===== config.mk =====
export PLATFORM = sky130hd
export DESIGN_NAME = npts_cell
export DESIGN_NICKNAME = d
export VERILOG_FILES = /design/src/design/nearest_point_touch_select_core_assert.svh /design/src/design/npts_pkg.sv /design/src/design/npts_cell.sv
export SDC_FILE = /design/constraint.sdc
export NUM_CORES = 1
export LEC_CHECK = 0
export BUFFER_PORTS_ARGS = -buffer_cell sky130_fd_sc_hd__buf_2
export CAP_MARGIN = 10
export CORE_ASPECT_RATIO = 1.25
export CORE_MARGIN = 2
export CORE_UTILIZATION = 37
export CTS_CLUSTER_DIAMETER = 150
export DETAILED_ROUTE_END_ITERATION = 12
export GPL_TIMING_DRIVEN = 0
export PLACE_DENSITY = 0.75
export SLEW_MARGIN = 5
export SYNTH_ARGS = -nofsm -noshare
export SYNTH_HDL_FRONTEND = slang
export SYNTH_SLANG_ARGS = --single-unit

===== constraint.sdc =====
create_clock -name clk -period 1.7 [get_ports clk]
set_clock_uncertainty 0.15 [all_clocks]
set_input_delay 0.34 -clock clk [delete_from_list [all_inputs] [get_ports clk]]
set_output_delay 0.34 -clock clk [all_outputs]
set_load 0.005 [all_outputs]

===== src/design/nearest_point_touch_select_core_assert.svh =====
// Assertion macros shared by the block. Each expects clk and arst_n in scope.
`ifndef NEAREST_POINT_TOUCH_SELECT_CORE_ASSERT_SVH
`define NEAREST_POINT_TOUCH_SELECT_CORE_ASSERT_SVH

// Same-cycle implication.
`define NPTS_ASSERT_IMPL(label, ante, cons, msg) \
label: assert property (@(posedge clk) disable iff (!arst_n) (ante) |-> (cons)) \
	else $error(msg);

// Next-cycle implication.
`define NPTS_ASSERT_NEXT(label, ante, cons, msg) \
label: assert property (@(posedge clk) disable iff (!arst_n) (ante) |=> (cons)) \
	else $error(msg);

`endif


===== src/design/npts_pkg.sv =====
`default_nettype none

package npts_pkg;

	localparam int COORD_W = 12;
	localparam int IDX_W = 8;
	localparam int COUNT_W = 9;
	localparam int SCORE_W = 11;
	localparam int MAX_ENTRIES_DEF = 256;

	localparam logic [SCORE_W-1:0] SCORE_LIMIT = 11'(36 * 36);

	// Label box, relative to the marker position.
	localparam int LABEL_LEFT = 10;
	localparam int LABEL_RIGHT = 132;
	localparam int LABEL_UP = 26;
	localparam int LABEL_DOWN = 46;
	localparam int LABEL_DIV_SH = 3;
	localparam int LABEL_CX = (LABEL_LEFT + LABEL_RIGHT) / 2;
	localparam int LABEL_CY = (LABEL_DOWN - LABEL_UP) / 2;

	typedef enum logic {
		FUNC_STORE = 1'b0,
		FUNC_QUERY = 1'b1
	} func_t;

	typedef struct packed {
		func_t                     func;
		logic [IDX_W-1:0]          entry_index;
		logic signed [COORD_W-1:0] pos_x;
		logic signed [COORD_W-1:0] pos_y;
		logic [COUNT_W-1:0]        live_count;
	} req_t;

	typedef struct packed {
		logic               hit;
		logic [IDX_W-1:0]   best_index;
		logic [SCORE_W-1:0] best_score;
	} rsp_t;

	typedef struct packed {
		logic signed [COORD_W-1:0] x;
		logic signed [COORD_W-1:0] y;
	} point_t;

	// Control that travels alongside an entry through the scoring pipeline.
	typedef struct packed {
		logic act;
		logic ok;
		logic last;
	} tag_t;

	typedef enum logic [1:0] {
		ST_IDLE,
		ST_SCAN,
		ST_DRAIN,
		ST_DONE
	} state_t;

endpackage

`default_nettype wire


===== src/design/npts_cell.sv =====
`default_nettype none

module npts_cell (
	input  wire                 clk,
	input  logic                load,
	input  logic                shift,
	input  npts_pkg::point_t    load_pt,
	input  npts_pkg::point_t    next_pt,
	output npts_pkg::point_t    pt
);

	npts_pkg::point_t pt_q;

	// A store writes the cell directly; during a scan it takes its neighbor's entry.
	always_ff @(posedge clk) begin
		if (load) begin
			pt_q <= load_pt;
		end else if (shift) begin
			pt_q <= next_pt;
		end
	end

	assign pt = pt_q;

endmodule

`default_nettype wire


Word level (Yosys, flattened, before mapping) --
Cells that the tools add are included. W data, S select, Z words.
Word-level totals: memory bits (writable) 0, memories kept 0, bits in registers 24, bits in read-only memories 0, word-level logic and storage cells 5, bits of input ports 51, bits in latches 0
Cells by class: shift operators 0, mux-type cells 2, magnitude comparators 0, bitwise operators 0, equal/unequal tests 0, add/sub/neg operators 0, divide/modulo/power cells 0, reduce and logical (&&, ||, !) cells 1, $mul 0
Operators by type and width (number):
- $mux W24 | 2
- $reduce_bool A2 Y1 | 1

Longest topological paths before layout --
Gate-level depths: netlist (run 1).
word-level depth 2, mapped depth 3, depth with buffers taken out 1

Worst setup path after synthesis (run 1) --
Ideal clock, no wire load.
kind input to register, start input load, end register pt_q (netlist bit pt[0]), enable pin, arrival time 1185 ps, stages 3, path buffers 2, setup time 382 ps, path slack -17 ps, data required time 1168 ps, cells stage by stage buf_6 -> buf_12 -> or2_1
Between the ends: cells in the longest elaborated chain, start to end 1
RTL lines:
- start, declared | line npts_cell.sv:5 | input logic load,
- $reduce_bool A2 Y1 (no source line)
- end signal, assigned | line npts_cell.sv:17 | pt_q <= load_pt;
- end signal, assigned | line npts_cell.sv:19 | pt_q <= next_pt;
- end, declared | line npts_cell.sv:12 | npts_pkg::point_t pt_q;
No other way between the ends. A chain may end at the register's enable or synchronous reset.

Worst setup path after layout (run 1) --
start register pt_q (netlist bit pt[18]), end output pt[18] (netlist bit)
RTL lines:
- end, declared | line npts_cell.sv:9 | output npts_pkg::point_t pt
No word-level cell between the ends.

==> flow_metrics.tcl, run 1 <==
set metrics [dict create \
    timing.critical_path.to_type "output port" \
    chipWidth_um 53.2 \
    cp_slowest_cell "edfxtp_1" \
    wirelength_um 2160 \
    wl_per_cell_um 13.2 \
    ctsLongestPathBuffers 2 \
    tritoncts "built" \
    nFillCells 268 \
    antenna_found_initial 0 \
    yosysWarningCount 0 \
    critPathLaunchType "register" \
    ff_latch_area_um2 721 \
    first_global_vias 720 \
    outcome "complete, no violations" \
    maxCapViolations 0 \
    timing.critical_path.buf_inv 1 \
    postSynthAreaPerCell_um2 21.5 \
    core_um2 2920 \
    ant_nets 0 \
    netlist_top_cells_area "edfxtp_1, mux2_4, mux2_2, buf_12, buf_6" \
    design.die.area_um2 3490 \
    grt_first_pass_wirelength_um 2990 \
    crit_path_cell_trace "buf_2" \
    clock_tree.htree_level_count 1 \
    setup_viol_count_final 0 \
    drive_gt1_frac 0.813 \
    ir_drop_mv 0.424 \
    finalCriticalPeriod_ps 1330 \
    starting_density 0.384 \
    combined_area_of_the_multi_input_logic_cells_um2 348 \
    antenna-diode-count 0 \
    areaGrowthSynthToFinish_pct 38.7 \
    place_hpwl_um 1770 \
    ys_ff_latch 24 \
    drtIter0Drc 11 \
    worstHoldStart "load_pt[20]" \
    finish.net_count 181 \
    final_report_max_slew_violation_count 0 \
    cp_data_arrival_time_ps 840 \
    slew_headroom 0.641 \
    rd_place_congestion 0.726 \
    max_freq_mhz 751 \
    viasPerCell 4.50 \
    root_buffer_master "clkbuf_4" \
    drc 0 \
    synthesis.area_um2 1120 \
    via_count 738 \
    critical_path.max_stage_delay_ps 400 \
    synth_top_cell_area_share 0.644 \
    firstDrtPassIters 4 \
    leakagePower_nw 0.748 \
    post-synth-top-area-cell "edfxtp_1" \
    final_hold_viol_count 0 \
    design.portCount 75 \
    min_path_cells 2 \
    chipHeight_um 65.5 \
    synthCells 52 \
    worst-setup-path-type "reg -> out" \
    rsz0062_at_grt "false" \
    min_to "pt[20]$_DFFE_PP_" \
    globalRouteTotalUtil 0.123 \
    largest_reg_flops 24 \
    synth.net_count 103 \
    cp_max_fo 1 \
    layout.cells.most_common "buf_2" \
    report.power.total_mw 1.21 \
    cts_sinks 24 \
    post_synth_num_cell_types 6 \
    final_cell_mix "buf_2, edfxtp_1, mux2_4" \
    cts-buffers-inserted 3 \
    grt_overflow_total 0 \
    fin_hold_ws_ps 178 \
    port-buffer-count 73 \
    floorplan.rows 22 \
    clkSlewWorstSetupHoldPaths_ps 120 \
    power_per_cell_area_nw_per_um2 782 \
    timing.hold.worst.class "in -> reg" \
    synth-seq-area-share 0.644 \
    cpLargestDelayFamily "flip-flops" \
    post_cts_resized 0 \
    postCtsSetupRepairBufs 0 \
    required_ps 1210 \
    post_route_clock_period_utilization 0.783 \
    grt_start_max_net_pins 25 \
    cts_hold_buffers 0 \
    setup-tns-final_ps 0 \
    tightest_slew_ps 538 \
]
-- where the power goes --
| group | leakage, nW | total, mW | internal [mW] | switching [mW] |
|---|---|---|---|---|
| sequential | 0.245 | 0.742 | 0.726 | 0.0161 |
| combinational | 0.490 | 0.235 | 0.152 | 0.0836 |
| clock | 0.0138 | 0.238 | 0.0826 | 0.155 |
-- layout make-up --
type | instances | share of cell area
plain buffers | 3 | 0.0330
clock buffers | 3 | 0.0145
multi-input cells | 25 | 0.224
flip-flops and latches | 24 | 0.464
well taps | 36 | 0.0290
repair buffers | 73 | 0.235
-- synthesized netlist by cell type (all sizes together) --
cell,count
or2,1
buf,3
edfxtp,24
mux2,24
-- cells by family (layout without fill, tap and decap cells) --
group                  Yosys count  in the layout  synth area share
AND/OR/NAND/NOR                  1              1           0.00559
multiplexers                    24             24             0.305
buffers and inverters            3             79            0.0458
flip-flops                      24             24             0.644
-- worst max path at each step --
stage	startpoint	to	slack [ps]	depth (start not counted)
3_5_place_dp	load	pt[3]$_DFFE_PP_	60	3
6_report	pt[18]$_DFFE_PP_	pt[18]	370	1
5_1_grt	pt[2]$_DFFE_PP_	pt[2]	330	1
4_1_cts	pt[18]$_DFFE_PP_	pt[18]	350	1
2_1_floorplan	load	pt[0]$_DFFE_PP_	170	3
3_3_place_gp	load	pt[3]$_DFFE_PP_	80	3
-- per-layer routing --
layer | wire length (um) | track usage
met2 | 1410 | 0.256
met5 | 0 | 0
met4 | 27 | 0.0769
met3 | 60 | 0.00682
met1 | 661 | 0.101
-- stage by stage --
stage / instance area (um^2) / worst slack, ps / cells / utilization
after floorplan: 1120 / 169 / 52 / -
after global placement: 1530 / 83.8 / 161 / 0.524
after detailed placement: 1530 / 59.0 / 161 / 0.524
after CTS: 1550 / 348 / 164 / 0.532
after global routing: 1550 / 332 / 164 / 0.532
final: 1550 / 368 / 164 / 0.532
Note: power is estimated with default switching activity, not from simulation.
==> run 2: changes to the inputs <==
--- a/config.mk
+++ b/config.mk
@@ -5,15 +5,16 @@
 export SDC_FILE = /design/constraint.sdc
 export NUM_CORES = 1
 export LEC_CHECK = 0
+export ABC_AREA = 1
 export BUFFER_PORTS_ARGS = -buffer_cell sky130_fd_sc_hd__buf_2
 export CAP_MARGIN = 10
 export CORE_ASPECT_RATIO = 1.25
 export CORE_MARGIN = 2
-export CORE_UTILIZATION = 37
+export CORE_UTILIZATION = 40
 export CTS_CLUSTER_DIAMETER = 150
 export DETAILED_ROUTE_END_ITERATION = 12
 export GPL_TIMING_DRIVEN = 0
-export PLACE_DENSITY = 0.75
+export PLACE_DENSITY = 0.78
 export SLEW_MARGIN = 5
 export SYNTH_ARGS = -nofsm -noshare
 export SYNTH_HDL_FRONTEND = slang
==> constraint.sdc (replaced) <==
create_clock -name clk -period 1.3 [get_ports clk]
set_clock_uncertainty 0.15 [all_clocks]
set_input_delay 0.26 -clock clk [delete_from_list [all_inputs] [get_ports clk]]
set_output_delay 0.26 -clock clk [all_outputs]
set_load 0.005 [all_outputs]
==> flow_metrics.tcl, run 2 <==
set metrics [dict create \
    outcome "complete, no violations" \
    timing.critical_path.to_type "output port" \
    cp_data_arrival_time_ps 860 \
    post_synth_num_cell_types 8 \
    ir_drop_mv 0.613 \
    synth.net_count 154 \
    design.die.area_um2 3140 \
    most_frequent_cells_after_synthesis "nand2_1, edfxtp_1, nand2_2" \
    post-place-cells 210 \
    ys_ff_latch 24 \
    wl_per_cell_um 11.2 \
    report.power.total_mw 1.79 \
    floorplan.rows 21 \
    worst-setup-path-type "reg -> out" \
    power_per_cell_area_nw_per_um2 1160 \
    drtIter0Drc 23 \
    tightest_slew_ps 329 \
    required_ps 890 \
    design.portCount 75 \
    synth_ff_type "edfxtp_1" \
    synth_top_cell_area_share 0.666 \
    finalCriticalPeriod_ps 1270 \
    post_cts_resized 0 \
    largest_reg_flops 24 \
    finalWorstSetupSlack_ps 30.0 \
    adder_cell_fraction_of_synth_area 0 \
    place_hpwl_um 1920 \
    timing.critical_path.buf_inv 1 \
    yosysWarningCount 0 \
    rsz0062_at_grt "true" \
    max_freq_mhz 787 \
    globalRouteTotalUtil 0.163 \
    maxCapViolations 0 \
    synthesis.area_um2 1080 \
    post_route_clock_period_utilization 0.977 \
    areaGrowthSynthToFinish_pct 42.8 \
    post-synth-top-area-cell "edfxtp_1" \
    drive_gt1_frac 0.506 \
    chipHeight_um 62.2 \
    postCtsSetupRepairBufs 0 \
    final_report_max_slew_violation_count 0 \
    timing.hold.worst.class "in -> reg" \
    viasPerCell 4.46 \
    synth_compound_area_frac 0 \
    wirelength_um 2390 \
    synth-xor-area-share 0 \
    synthCells 103 \
    clkSlewWorstSetupHoldPaths_ps 130 \
    slew_headroom 0.781 \
    layout.cells.most_common "buf_2" \
    tritoncts "built" \
    synth_mux_area_frac 0 \
    cpLargestDelayFamily "flip-flops" \
    simple_gate_share_of_the_synthesized_area 0.272 \
    final_cell_mix "buf_2, nand2_1, edfxtp_1" \
    netlist_top_cells_area "edfxtp_1, nand2_1, nand2_2, buf_6, buf_8" \
    starting_density 0.412 \
    setup_viol_count_final 0 \
    antenna-diode-count 0 \
    final_hold_viol_count 0 \
    antenna_found_initial 0 \
    firstDrtPassIters 4 \
    port-buffer-count 73 \
    synth_top_family_by_area "simple AND/OR/NAND/NOR gates" \
    chipWidth_um 50.5 \
    via_count 955 \
    clock_tree.htree_level_count 1 \
    leakagePower_nw 0.818 \
    finalNonFillerCells 214 \
    drc 0 \
    cts-buffers-inserted 3 \
    grt_start_max_net_pins 25 \
    cp_max_fo 1 \
    cts_sinks 24 \
    post-route-util 0.588 \
    critical_path.max_stage_delay_ps 410 \
    postSynthAreaPerCell_um2 10.5 \
    synth-edff-count 24 \
    pre_cts_ws_ps 69.6 \
    rd_place_congestion 0.799 \
    root_buffer_master "clkbuf_4" \
    core_um2 2630 \
    finish.net_count 232 \
    crit_path_cell_trace "buf_2" \
    cts_hold_buffers 0 \
    critPathLaunchType "register" \
    ctsLongestPathBuffers 2 \
    synth-seq-area-share 0.666 \
    first_global_vias 935 \
    cp_slowest_cell "edfxtp_1" \
    ys_async_sr_fraction 0 \
    yosys.cell_count.top_type "nand2_1" \
    grt_overflow_total 0 \
    ant_nets 0 \
    grt_first_pass_wirelength_um 3860 \
]
==> run 2: cell count changes after synthesis, moves of 2 or more <==
cell,before,now
nand2_1,0,65
mux2_4,19,0
nand2_2,0,7
mux2_2,5,0
buf_12,2,0
buf_6,1,3
==> run 2: logic make-up after synthesis <==
kind of cell | after synthesis
flip-flops | 24
buffers and inverters | 6
AND/OR/NAND/NOR | 73
==> run 2: stage by stage <==
| stage | cell area (um^2) | hold WS, ps | TNS, ps |
|---|---|---|---|
| floorplan | 1080 | 283 | 0 |
| global placement | 1490 | 374 | 0 |
| detailed placement | 1490 | 378 | 0 |
| CTS | 1550 | 49.4 | 0 |
| global route | 1550 | 55.4 | -1.60 |
| finish | 1550 | 54.1 | 0 |
==> run 2: report_power, final <==
group	switching, mW	internal [mW]
Combinational	0.138	0.150
Sequential	0.0171	0.948
Clock	0.226	0.312
==> run 2: layer usage <==
layer | wire length, um | GRT usage
met5 | 0 | 0
met4 | 71 | 0.0878
met2 | 1360 | 0.308
met1 | 812 | 0.170
met3 | 150 | 0.0144
==> run 2: final cells by class <==
class	instances	area (um^2)
Buffer	5	56.3
Clock buffer	3	22.5
Clock inverter	1	30.0
Fill cell	241	1080
Inverter	1	11.3
Multi-Input combinational cell	73	297
Sequential cell	24	721
Tap cell	34	42.5
Timing Repair Buffer	73	365
==> run 2: worst paths after layout <==
check / from / cells after the start / to / slack, ps
worst max-delay path: pt[9]$_DFFE_PP_ / 1 / pt[9] / 30
worst min-delay path: next_pt[23] / 3 / pt[23]$_DFFE_PP_ / 50
