### src/design/nearest_point_touch_select_core_assert.svh
// Assertion macros shared by the block. Each expects clk and arst_n in scope.
`ifndef NEAREST_POINT_TOUCH_SELECT_CORE_ASSERT_SVH
`define NEAREST_POINT_TOUCH_SELECT_CORE_ASSERT_SVH

// Same-cycle implication.
`define NPTS_ASSERT_IMPL(label, ante, cons, msg) \
label: assert property (@(posedge clk) disable iff (!arst_n) (ante) |-> (cons)) \
	else $error(msg);

// Next-cycle implication.
`define NPTS_ASSERT_NEXT(label, ante, cons, msg) \
label: assert property (@(posedge clk) disable iff (!arst_n) (ante) |=> (cons)) \
	else $error(msg);

`endif

### src/design/npts_pkg.sv
`default_nettype none

package npts_pkg;

	localparam int COORD_W = 12;
	localparam int IDX_W = 8;
	localparam int COUNT_W = 9;
	localparam int SCORE_W = 11;
	localparam int MAX_ENTRIES_DEF = 256;

	localparam logic [SCORE_W-1:0] SCORE_LIMIT = 11'(36 * 36);

	// Label box, relative to the marker position.
	localparam int LABEL_LEFT = 10;
	localparam int LABEL_RIGHT = 132;
	localparam int LABEL_UP = 26;
	localparam int LABEL_DOWN = 46;
	localparam int LABEL_DIV_SH = 3;
	localparam int LABEL_CX = (LABEL_LEFT + LABEL_RIGHT) / 2;
	localparam int LABEL_CY = (LABEL_DOWN - LABEL_UP) / 2;

	typedef enum logic {
		FUNC_STORE = 1'b0,
		FUNC_QUERY = 1'b1
	} func_t;

	typedef struct packed {
		func_t                     func;
		logic [IDX_W-1:0]          entry_index;
		logic signed [COORD_W-1:0] pos_x;
		logic signed [COORD_W-1:0] pos_y;
		logic [COUNT_W-1:0]        live_count;
	} req_t;

	typedef struct packed {
		logic               hit;
		logic [IDX_W-1:0]   best_index;
		logic [SCORE_W-1:0] best_score;
	} rsp_t;

	typedef struct packed {
		logic signed [COORD_W-1:0] x;
		logic signed [COORD_W-1:0] y;
	} point_t;

	// Control that travels alongside an entry through the scoring pipeline.
	typedef struct packed {
		logic act;
		logic ok;
		logic last;
	} tag_t;

	typedef enum logic [1:0] {
		ST_IDLE,
		ST_SCAN,
		ST_DRAIN,
		ST_DONE
	} state_t;

endpackage

`default_nettype wire

### src/design/npts_score.sv
`default_nettype none

module npts_score #(
	parameter int IW = 8
) (
	input  wire                                clk,
	input  wire                                arst_n,
	input  npts_pkg::point_t                   ent,
	input  npts_pkg::point_t                   touch,
	input  npts_pkg::tag_t                     tag_in,
	input  logic [IW-1:0]                      idx_in,
	output npts_pkg::tag_t                     tag_out,
	output logic [IW-1:0]                      idx_out,
	output logic [npts_pkg::SCORE_W-1:0]       score
);

	localparam logic signed [12:0] BOX_L = 13'(npts_pkg::LABEL_LEFT);
	localparam logic signed [12:0] BOX_R = 13'(npts_pkg::LABEL_RIGHT);
	localparam logic signed [12:0] BOX_T = 13'(-npts_pkg::LABEL_UP);
	localparam logic signed [12:0] BOX_B = 13'(npts_pkg::LABEL_DOWN);
	localparam logic signed [12:0] CEN_X = 13'(npts_pkg::LABEL_CX);
	localparam logic signed [12:0] CEN_Y = 13'(npts_pkg::LABEL_CY);

	// Stage 1: offsets of the touch point from the marker.
	logic signed [12:0] rx, ry, lxf, lyf;
	logic               inbox;

	assign rx = $signed({touch.x[11], touch.x}) - $signed({ent.x[11], ent.x});
	assign ry = $signed({touch.y[11], touch.y}) - $signed({ent.y[11], ent.y});
	assign lxf = rx - CEN_X;
	assign lyf = ry - CEN_Y;
	assign inbox = (rx >= BOX_L) && (rx <= BOX_R) && (ry >= BOX_T) && (ry <= BOX_B);

	logic signed [12:0] rx_s1, ry_s1;
	logic signed [7:0]  lx_s1;
	logic signed [6:0]  ly_s1;
	logic               inbox_s1;
	logic [IW-1:0]      idx_s1;
	npts_pkg::tag_t     tag_s1;

	// Inside the box the centre offsets are small, so narrow copies suffice.
	always_ff @(posedge clk) begin
		rx_s1 <= rx;
		ry_s1 <= ry;
		lx_s1 <= lxf[7:0];
		ly_s1 <= lyf[6:0];
		inbox_s1 <= inbox;
		idx_s1 <= idx_in;
	end

	// Stage 2: squares.
	logic signed [25:0] rxx, ryy;
	logic signed [15:0] lxx;
	logic signed [13:0] lyy;

	assign rxx = rx_s1 * rx_s1;
	assign ryy = ry_s1 * ry_s1;
	assign lxx = lx_s1 * lx_s1;
	assign lyy = ly_s1 * ly_s1;

	logic [23:0]    dx2_s2, dy2_s2;
	logic [12:0]    lq_s2;
	logic           inbox_s2;
	logic [IW-1:0]  idx_s2;
	npts_pkg::tag_t tag_s2;

	always_ff @(posedge clk) begin
		dx2_s2 <= rxx[23:0];
		dy2_s2 <= ryy[23:0];
		lq_s2 <= 13'(lxx) + 13'(lyy);
		inbox_s2 <= inbox_s1;
		idx_s2 <= idx_s1;
	end

	// Stage 3: distance, label reduction and clamp to the limit.
	logic [24:0] dsq, alt, sc;

	assign dsq = {1'b0, dx2_s2} + {1'b0, dy2_s2};
	assign alt = 25'(lq_s2 >> npts_pkg::LABEL_DIV_SH);
	assign sc = (inbox_s2 && (alt < dsq)) ? alt : dsq;

	logic [npts_pkg::SCORE_W-1:0] score_s3;
	logic [IW-1:0]                idx_s3;
	npts_pkg::tag_t               tag_s3;

	always_ff @(posedge clk) begin
		score_s3 <= (sc >= 25'(npts_pkg::SCORE_LIMIT)) ? npts_pkg::SCORE_LIMIT
			: sc[npts_pkg::SCORE_W-1:0];
		idx_s3 <= idx_s2;
	end

	always_ff @(posedge clk or negedge arst_n) begin
		if (!arst_n) begin
			tag_s1 <= '0;
			tag_s2 <= '0;
			tag_s3 <= '0;
		end else begin
			tag_s1 <= tag_in;
			tag_s2 <= tag_s1;
			tag_s3 <= tag_s2;
		end
	end

	assign tag_out = tag_s3;
	assign idx_out = idx_s3;
	assign score = score_s3;

endmodule

`default_nettype wire
### config.mk
export PLATFORM = sky130hd
export DESIGN_NAME = npts_score
export DESIGN_NICKNAME = d
export VERILOG_FILES = /design/src/design/nearest_point_touch_select_core_assert.svh /design/src/design/npts_pkg.sv /design/src/design/npts_score.sv
export SDC_FILE = /design/constraint.sdc
export NUM_CORES = 1
export LEC_CHECK = 0
export ABC_CLOCK_PERIOD_IN_PS = 10200
export BUFFER_PORTS_ARGS = -buffer_cell sky130_fd_sc_hd__buf_4
export CAP_MARGIN = 10
export CORE_MARGIN = 8
export CORE_UTILIZATION = 65
export CTS_CLUSTER_DIAMETER = 200
export DETAILED_ROUTE_END_ITERATION = 6
export PLACE_DENSITY = 0.86
export SLEW_MARGIN = 20
export SYNTH_ARGS = -nofsm -noshare
export SYNTH_HDL_FRONTEND = slang
export SYNTH_SLANG_ARGS = --single-unit
### constraint.sdc
create_clock -name clk -period 10.2 [get_ports clk]
set_clock_uncertainty 0.05 [all_clocks]
set_input_delay 1.53 -clock clk [delete_from_list [all_inputs] [get_ports clk]]
set_output_delay 1.53 -clock clk [all_outputs]
set_load 0.02 [all_outputs]
[After elaboration in Yosys (flattened, before gate mapping)]
Cells that the tools add are included.
Storage, ports and cells
  logic and storage cells: 43
  bits of input ports: 61
  register bits: 148
Cells by class
  reductions and logical operators: 4
  $lt $le $gt $ge: 6
  $mul: 4
  mux-type cells: 1
  $add $sub $neg: 6
Operators with widths (number)
  13-bit by 13-bit multiplier with 24-bit output: 2
  12-bit by 12-bit subtractor with 13-bit output: 2
  24-bit by 24-bit adder with 25-bit output: 1
  25-bit by 11-bit greater-or-equal comparator with 1-bit output (second input constant): 1
  10-bit by 25-bit < comparator with 1-bit output: 1
  25-bit 2-to-1 mux: 1
  13-bit adder: 1
  13-bit by 5-bit greater-or-equal comparator with 1-bit output (second input constant): 1
  13-bit by 6-bit greater-or-equal comparator with 1-bit output (second input constant): 1
  13-bit by 7-bit <= comparator with 1-bit output (second input constant): 1
  13-bit by 9-bit <= comparator with 1-bit output (second input constant): 1
  7-bit by 7-bit multiplier with 13-bit output: 1
  8-bit by 8-bit multiplier with 13-bit output: 1
  8-bit subtractor (second input constant): 1
  7-bit by 5-bit subtractor with 7-bit output (second input constant): 1
  1-bit logical AND: 4

[Logic depth before layout (Yosys ltp)]
Gate-level depths: netlist (run 1).
  word-level depth: 5
  mapped depth: 23

[Worst setup path before layout (run 1)]
OpenSTA, ideal clock, no wires.
  kind: flip-flop to flip-flop
  from: register ry_s1[1]
  to: register dy2_s2[23]
  data required time: 10.078 ns
  library setup time: 0.072 ns
  path buffers: 1
  arrival time: 5.604 ns
  slack: 4.473 ns
  stages on the path, launching flop included: 19
  path through: dfxtp_1 clkbuf_1 nand2_1 inv_1 fa_1 fa_1 inv_1 fa_1 inv_1 fa_1 fa_1 ha_1 ha_1 or3_1 o21ai_0 a21oi_1 a211o_1 o31ai_1 xnor2_1
Between the ends
  longest elaborated chain between the ends: 1
Ends and longest elaborated chain
  start, declared: RTL line npts_score.sv:34  | logic signed [12:0] rx_s1, ry_s1;
  start signal, assigned: RTL line npts_score.sv:44  | ry_s1 <= ry;
  13-bit by 13-bit multiplier with 24-bit output: RTL line npts_score.sv:57  | assign ryy = ry_s1 * ry_s1;
  net ryy[23]: RTL line npts_score.sv:52  | logic signed [25:0] rxx, ryy;
  end signal, assigned: RTL line npts_score.sv:69  | dy2_s2 <= ryy[23:0];
  end, declared: RTL line npts_score.sv:61  | logic [23:0] dx2_s2, dy2_s2;
The timed path passes the listed nets, and every way through them passes these cells.
A chain may end at the register's enable or synchronous reset.

[Worst setup path in the final report (run 1)]
  from: register ry_s1[12]
  to: register dy2_s2[23]
The elaborated chain is that of the path after synthesis.

==> impl_metrics.csv, run 1 <==
group,metric,value,unit
run_status,status,"completed",
critical_path,required,10.50,ns
critical_path,crit_chain,"nand2_1 -> inv_1 -> fa_1 -> fa_1 -> inv_1 -> fa_1 -> inv_1 -> fa_1 -> fa_1 -> ha_1 -> ha_1 -> or3_1 -> o21ai_0 -> a21oi_1 -> a211o_1 -> o31ai_1 -> xnor2_1",
critical_path,end_kind,"flop",
clocking,h-tree-depth,4,
critical_path,crit_type,"flop to flop",
clocking,postCtsSetupBuffers,0,
layout,n_fill_cell,2135,
critical_path,cp.buffers_inverters,3,
layout,layout_common_cells,"inv_1, fa_1, ha_1",
floorplan,core,30300,sq um
critical_path,cp.arrival,6.78,ns
detailed_routing,drtIter0Drc,808,
timing,relSlewSlack,36.9,%
timing,period_minus_slack,6.48,ns
critical_path,r2r-start,"ry_s1[12]",
placed_design,place_hpwl,34.0,mm
critical_path,setup.reg_to_reg.worst_slack,3.72,ns
floorplan,fp.dieH,191,um
critical_path,crit_path_end,"dy2_s2[23]",
clocking,cts_hold_buf,0,
floorplan,pin_count,83,
synth,synth_edf_count,0,
synth,yosysTopAreaCell,"fa_1",
clocking,clk_pin_slew,0.06,ns
clocking,clk_path_buf_depth,2,
critical_path,crit_cells,17,
placed_design,io_buffers,82,
detailed_routing,drc,0,
detailed_routing,routed_wl,40.6,mm
global_route,grt_pass1_wl,69.6,mm
clocking,cts_resized,0,
clocking,cts_num_sinks,142,
timing,drv_slew,0,
floorplan,chipWidth,191,um
critical_path,path_max_fanout,23,
detailed_routing,routedWlPerCell,16.1,um
critical_path,critPathSlowestCell,"dfxtp_1",
layout,drive_gt1_share,6.75,%
layout,fin_nets,2756,
clocking,clk_latency,0.44,ns
synth,synth_area_per_cell,9.63,sq um
floorplan,start_util,65.4,%
synth,synth_cells,2061,
layout,final_core_util,70.4,%
synth,synthesis.area,19800,sq um
detailed_routing,vias_per_cell,5.52,
timing,fmax,154,MHz
global_route,antenna_found_initial,2,
critical_path,start_kind,"flop",
floorplan,dieArea,36400,sq um
critical_path,cpPeakStageDelay,0.82,ns
layout,multi_input_area,14900,sq um
critical_path,reg2regPathDepth,17,
global_route,grt_max_degree,27,
layout,fin_area,21400,sq um
synth,async_reset_ff_share,6.34,%
critical_path,crit_start,"ry_s1[12]",
min_path,hp-class,"flop to flop",
layout,regArea,2890,sq um
synth,synth_area_leaders,"fa_1, ha_1, dfxtp_1",
placed_design,place_congestion,0.898,
clocking,cts-root-buf,"clkbuf_16",
placed_design,placed_area,20800,sq um
clocking,cts_buffers,17,
synth,netlist.area_leader.share,35.4,%
synth,synth_ff_type,"dfxtp_1",
timing,fin_crit_sh,63.5,%
layout,antenna_cells,0,
timing,rsz0062_at_grt,"false",
job,drv_cap,0,
synth,ys_warn_count,0,
timing,timing.setup.tns,0,ns
detailed_routing,via_count,14000,
detailed_routing,dr.pass1.iters,5,
global_route,overflow,0,
synth,syn_nets,2697,
global_route,grt_pass1_vias,15500,
critical_path,cp_top_family,"adder cells",
critical_path,cp_common_cell,"fa_1",
clocking,cts_tree,"yes",
floorplan,rows,64,
timing,max_slew.worst_pin.slew,0.945,ns
layout,area_delta_synth_final,7.67,%
synth,synth.ff_latch_count,142,
global_route,track_usage,23.4,%
timing,setup_viol,0,
critical_path,r2r_end,"dy2_s2[23]",
timing,hold_viol,0,
layout,final_common_cell,"inv_1",
synth,ys_seq_area_share,14.5,%
synth,yosysUniqueCellTypes,78,
detailed_routing,ant_nets,0,
[routing by layer]
layer | GRT usage [%] | up-vias | part of all wire (%)
met5 | 0 | - | 0.066
met4 | 9.64 | 4 | 3.7
met3 | 3.53 | 104 | 4.3
met2 | 42.2 | 379 | 52
met1 | 27.5 | 6963 | 40
li1 | - | 6512 | -
[kinds of logic after synthesis]
logic type      after synthesis  share of synthesized area [%]
simple gates                439                           11.2
compound gates              234                           8.52
flops                       142                           14.5
fa+ha+maj                   575                           49.5
buf+inv                     542                           10.3
xor+xnor                    122                           5.56
mux                           7                          0.378
[worst min-delay path by stage]
stage,to,startpoint,cells after the start
5_1_grt,idx_s2[4],idx_s1[4],0
3_3_place_gp,idx_out[0],idx_s2[0],0
3_5_place_dp,idx_out[1],idx_s2[1],0
2_1_floorplan,idx_out[0],idx_s2[0],0
6_report,idx_s2[6],idx_s1[6],0
4_1_cts,idx_s2[4],idx_s1[4],0
[registers in the layout (all words and copies together), names as in the netlist, 3 cells and up]
name	cells
dx2_s2	23
tag_out	3
ly_s1	7
tag_s1	3
idx_s1	8
dy2_s2	23
lq_s2	10
score	11
tag_s2	3
idx_s2	8
rx_s1	13
lx_s1	8
idx_out	8
ry_s1	12
[synthesized netlist by cell type, drive strengths merged, types with 14 or more instances]
library cell	n
nand3	16
clkbuf	38
a21oi	52
a211oi	15
and2	86
nor3	22
nand2b	21
a21o	24
nand2	153
dfxtp	133
inv	500
nor2	58
and3	14
o21ai	39
fa	351
o21a	14
xnor2	90
ha	224
nor2b	36
xor2	30
[per-stage QoR]
step / cells / hold slack, ns / worst slack (ns)
final: 2529 / 0.274 / 3.72
after global routing: 2529 / 0.278 / 3.40
after CTS: 2529 / 0.276 / 3.76
after detailed placement: 2497 / 0.263 / 3.91
after global placement: 2497 / 0.260 / 4.07
after floorplan: 2061 / 0.260 / 4.47
[final cells by class]
class	instances	share of cell area (%)
Clock inverter	15	0.703
Inverter	500	8.78
Clock buffer	17	1.99
Multi-Input combinational cell	1377	69.8
Timing Repair Buffer	82	2.88
Tap cell	396	2.32
Sequential cell	142	13.5
Power of run 1 is not shown: default switching activity piles up to over one toggle a cycle in this logic, so the estimate is an artifact.
==> run 2: changes to the inputs <==
--- a/config.mk
+++ b/config.mk
@@ -5,7 +5,7 @@
 export SDC_FILE = /design/constraint.sdc
 export NUM_CORES = 1
 export LEC_CHECK = 0
-export ABC_CLOCK_PERIOD_IN_PS = 10200
+export ABC_CLOCK_PERIOD_IN_PS = 6800
 export BUFFER_PORTS_ARGS = -buffer_cell sky130_fd_sc_hd__buf_4
 export CAP_MARGIN = 10
 export CORE_MARGIN = 8
==> constraint.sdc (replaced) <==
create_clock -name clk -period 6.8 [get_ports clk]
set_clock_uncertainty 0.05 [all_clocks]
set_input_delay 1.02 -clock clk [delete_from_list [all_inputs] [get_ports clk]]
set_output_delay 1.02 -clock clk [all_outputs]
set_load 0.02 [all_outputs]
==> run 2 against run 1 <==
Against the previous run:
- register-to-register slack worse by 3.3 ns
- wire length grew 3.3%
- sequential cell count stayed put
- global-route usage is 0.98 points higher
- first-iteration DRC count shrank 6.7%
- die area unchanged
- utilization up 0.38 points
- critical path depth up 2
- maximum frequency increased by 1.8%
- via count increased by 0.42%
- critical endpoint is now dx2_s2[23]
- largest cell class unchanged
==> impl_metrics.csv, run 2 (synthesis gave the netlist of run 1 again) <==
group,metric,value,unit
floorplan,dieArea,36400,sq um
clocking,postCtsSetupBuffers,0,
layout,area_delta_synth_final,8.25,%
detailed_routing,routed_wl,42.0,mm
min_path,min_to,"idx_out[0]",
clocking,cts_buffers,17,
global_route,overflow,0,
timing,hold_viol,0,
critical_path,crit_type,"flop to flop",
timing,fin_crit_sh,93.6,%
timing,timing.setup.tns,0,ns
timing,period_minus_slack,6.37,ns
detailed_routing,via_count,14000,
timing,drv_slew,0,
timing,whs,0.275,ns
detailed_routing,vias_per_cell,5.52,
floorplan,rows,64,
clocking,cts_tree,"yes",
clocking,clk_latency,0.44,ns
layout,instances_no_fill,2542,
min_path,min_from,"idx_s2[0]",
detailed_routing,drtIter0Drc,754,
layout,final_common_cell,"inv_1",
floorplan,core,30300,sq um
detailed_routing,drc,0,
layout,n_fill_cell,2095,
detailed_routing,ant_nets,0,
floorplan,pin_count,83,
min_path,holdPathStages,0,
critical_path,r2r_end,"dx2_s2[23]",
timing,relSlewSlack,41.5,%
critical_path,start_kind,"flop",
run_status,status,"completed",
floorplan,start_util,65.4,%
layout,drive_gt1_share,7.27,%
clocking,cts_num_sinks,142,
detailed_routing,dr.pass1.iters,5,
layout,reg_top3,"dx2_s2 (23), dy2_s2 (23), rx_s1 (13)",
global_route,grt_max_degree,27,
clocking,cts_hold_buf,0,
floorplan,fp.dieH,191,um
placed_design,io_buffers,82,
placed_design,place_hpwl,35.0,mm
placed_design,place_congestion,0.909,
clocking,cts-root-buf,"clkbuf_16",
timing,rsz0062_at_grt,"false",
critical_path,required,7.11,ns
global_route,grt_pass1_wl,72.1,mm
placed_design,pre_cts_ws,0.486,ns
floorplan,chipWidth,191,um
global_route,track_usage,24.4,%
critical_path,path_max_fanout,15,
layout,layout_common_cells,"inv_1, fa_1, ha_1",
timing,worst_slack,0.434,ns
layout,fin_nets,2769,
critical_path,reg2regPathDepth,19,
timing,setup_viol,0,
global_route,grt_pass1_vias,16000,
layout,antenna_cells,0,
job,drv_cap,0,
detailed_routing,routedWlPerCell,16.5,um
timing,fmax,157,MHz
global_route,antenna_found_initial,0,
clocking,cts_resized,0,
clocking,h-tree-depth,4,
placed_design,place_inst,2510,
timing,max_slew.worst_pin.slew,0.876,ns
critical_path,cp.arrival,6.68,ns
critical_path,end_kind,"flop",
clocking,clk_pin_slew,0.07,ns
min_path,hp-class,"flop to flop",
critical_path,r2r-start,"rx_s1[3]",
critical_path,setup.reg_to_reg.worst_slack,0.43,ns
clocking,clk_path_buf_depth,2,
## run 2: changes by cell type in the layout (fill, tap and decap cells not counted), moves of 2 or more
cell,delta
buf_4,+13
clkinv_2,-2
clkinv_4,+2
inv_6,-2
inv_8,-2
## run 2: worst max path at each step
stage                        start    endpoint  slack (ns)
after floorplan           ry_s1[1]  dy2_s2[23]        1.07
after global placement    rx_s1[3]  dx2_s2[23]        0.84
after detailed placement  rx_s1[3]  dx2_s2[23]        0.49
after CTS                 rx_s1[3]  dx2_s2[23]        0.45
after global routing      rx_s1[3]  dx2_s2[23]         0.1
final                     rx_s1[3]  dx2_s2[23]        0.43
## run 2: layout make-up
class,instances,area (sq um),area share [%]
Multi-Input combinational cell,1377,14900,69.4
Clock buffer,20,468,2.18
Inverter,500,1880,8.74
Timing Repair Buffer,95,713,3.32
Clock inverter,12,125,0.582
Sequential cell,142,2890,13.4
Tap cell,396,495,2.31
## run 2: per-stage QoR
| stage | util (%) | instance area (sq um) |
|---|---|---|
| global route | 70.8 | 21500 |
| global placement | 68.8 | 20900 |
| floorplan | - | 19800 |
| finish | 70.8 | 21500 |
| detailed placement | 68.8 | 20900 |
| CTS | 70.8 | 21500 |
## run 2: per-layer routing
layer | GRT usage [%] | wire (um) | vias to the layer above
li1 | - | - | 6524
met1 | 29.2 | 16900 | 6996
met2 | 43.0 | 21200 | 386
met3 | 3.16 | 1950 | 115
met4 | 11.7 | 1880 | 0
met5 | 0 | 0 | -
## run 2: critical path, stage by stage (launching register included)
cell and delay, ns:
dfxtp_1 0.70, nand2_1 0.22, fa_1 0.53, fa_1 0.52, inv_1 0.05, fa_1 0.50
inv_1 0.06, fa_1 0.49, fa_1 0.50, inv_1 0.04, ha_1 0.27, ha_1 0.32
nor2b_1 0.16, o31ai_1 0.31, a21oi_1 0.22, a41oi_1 0.37, a211oi_1 0.16, a41o_1 0.29
o41ai_1 0.35, xnor2_1 0.17
Power of run 2 is left out for the same reason.
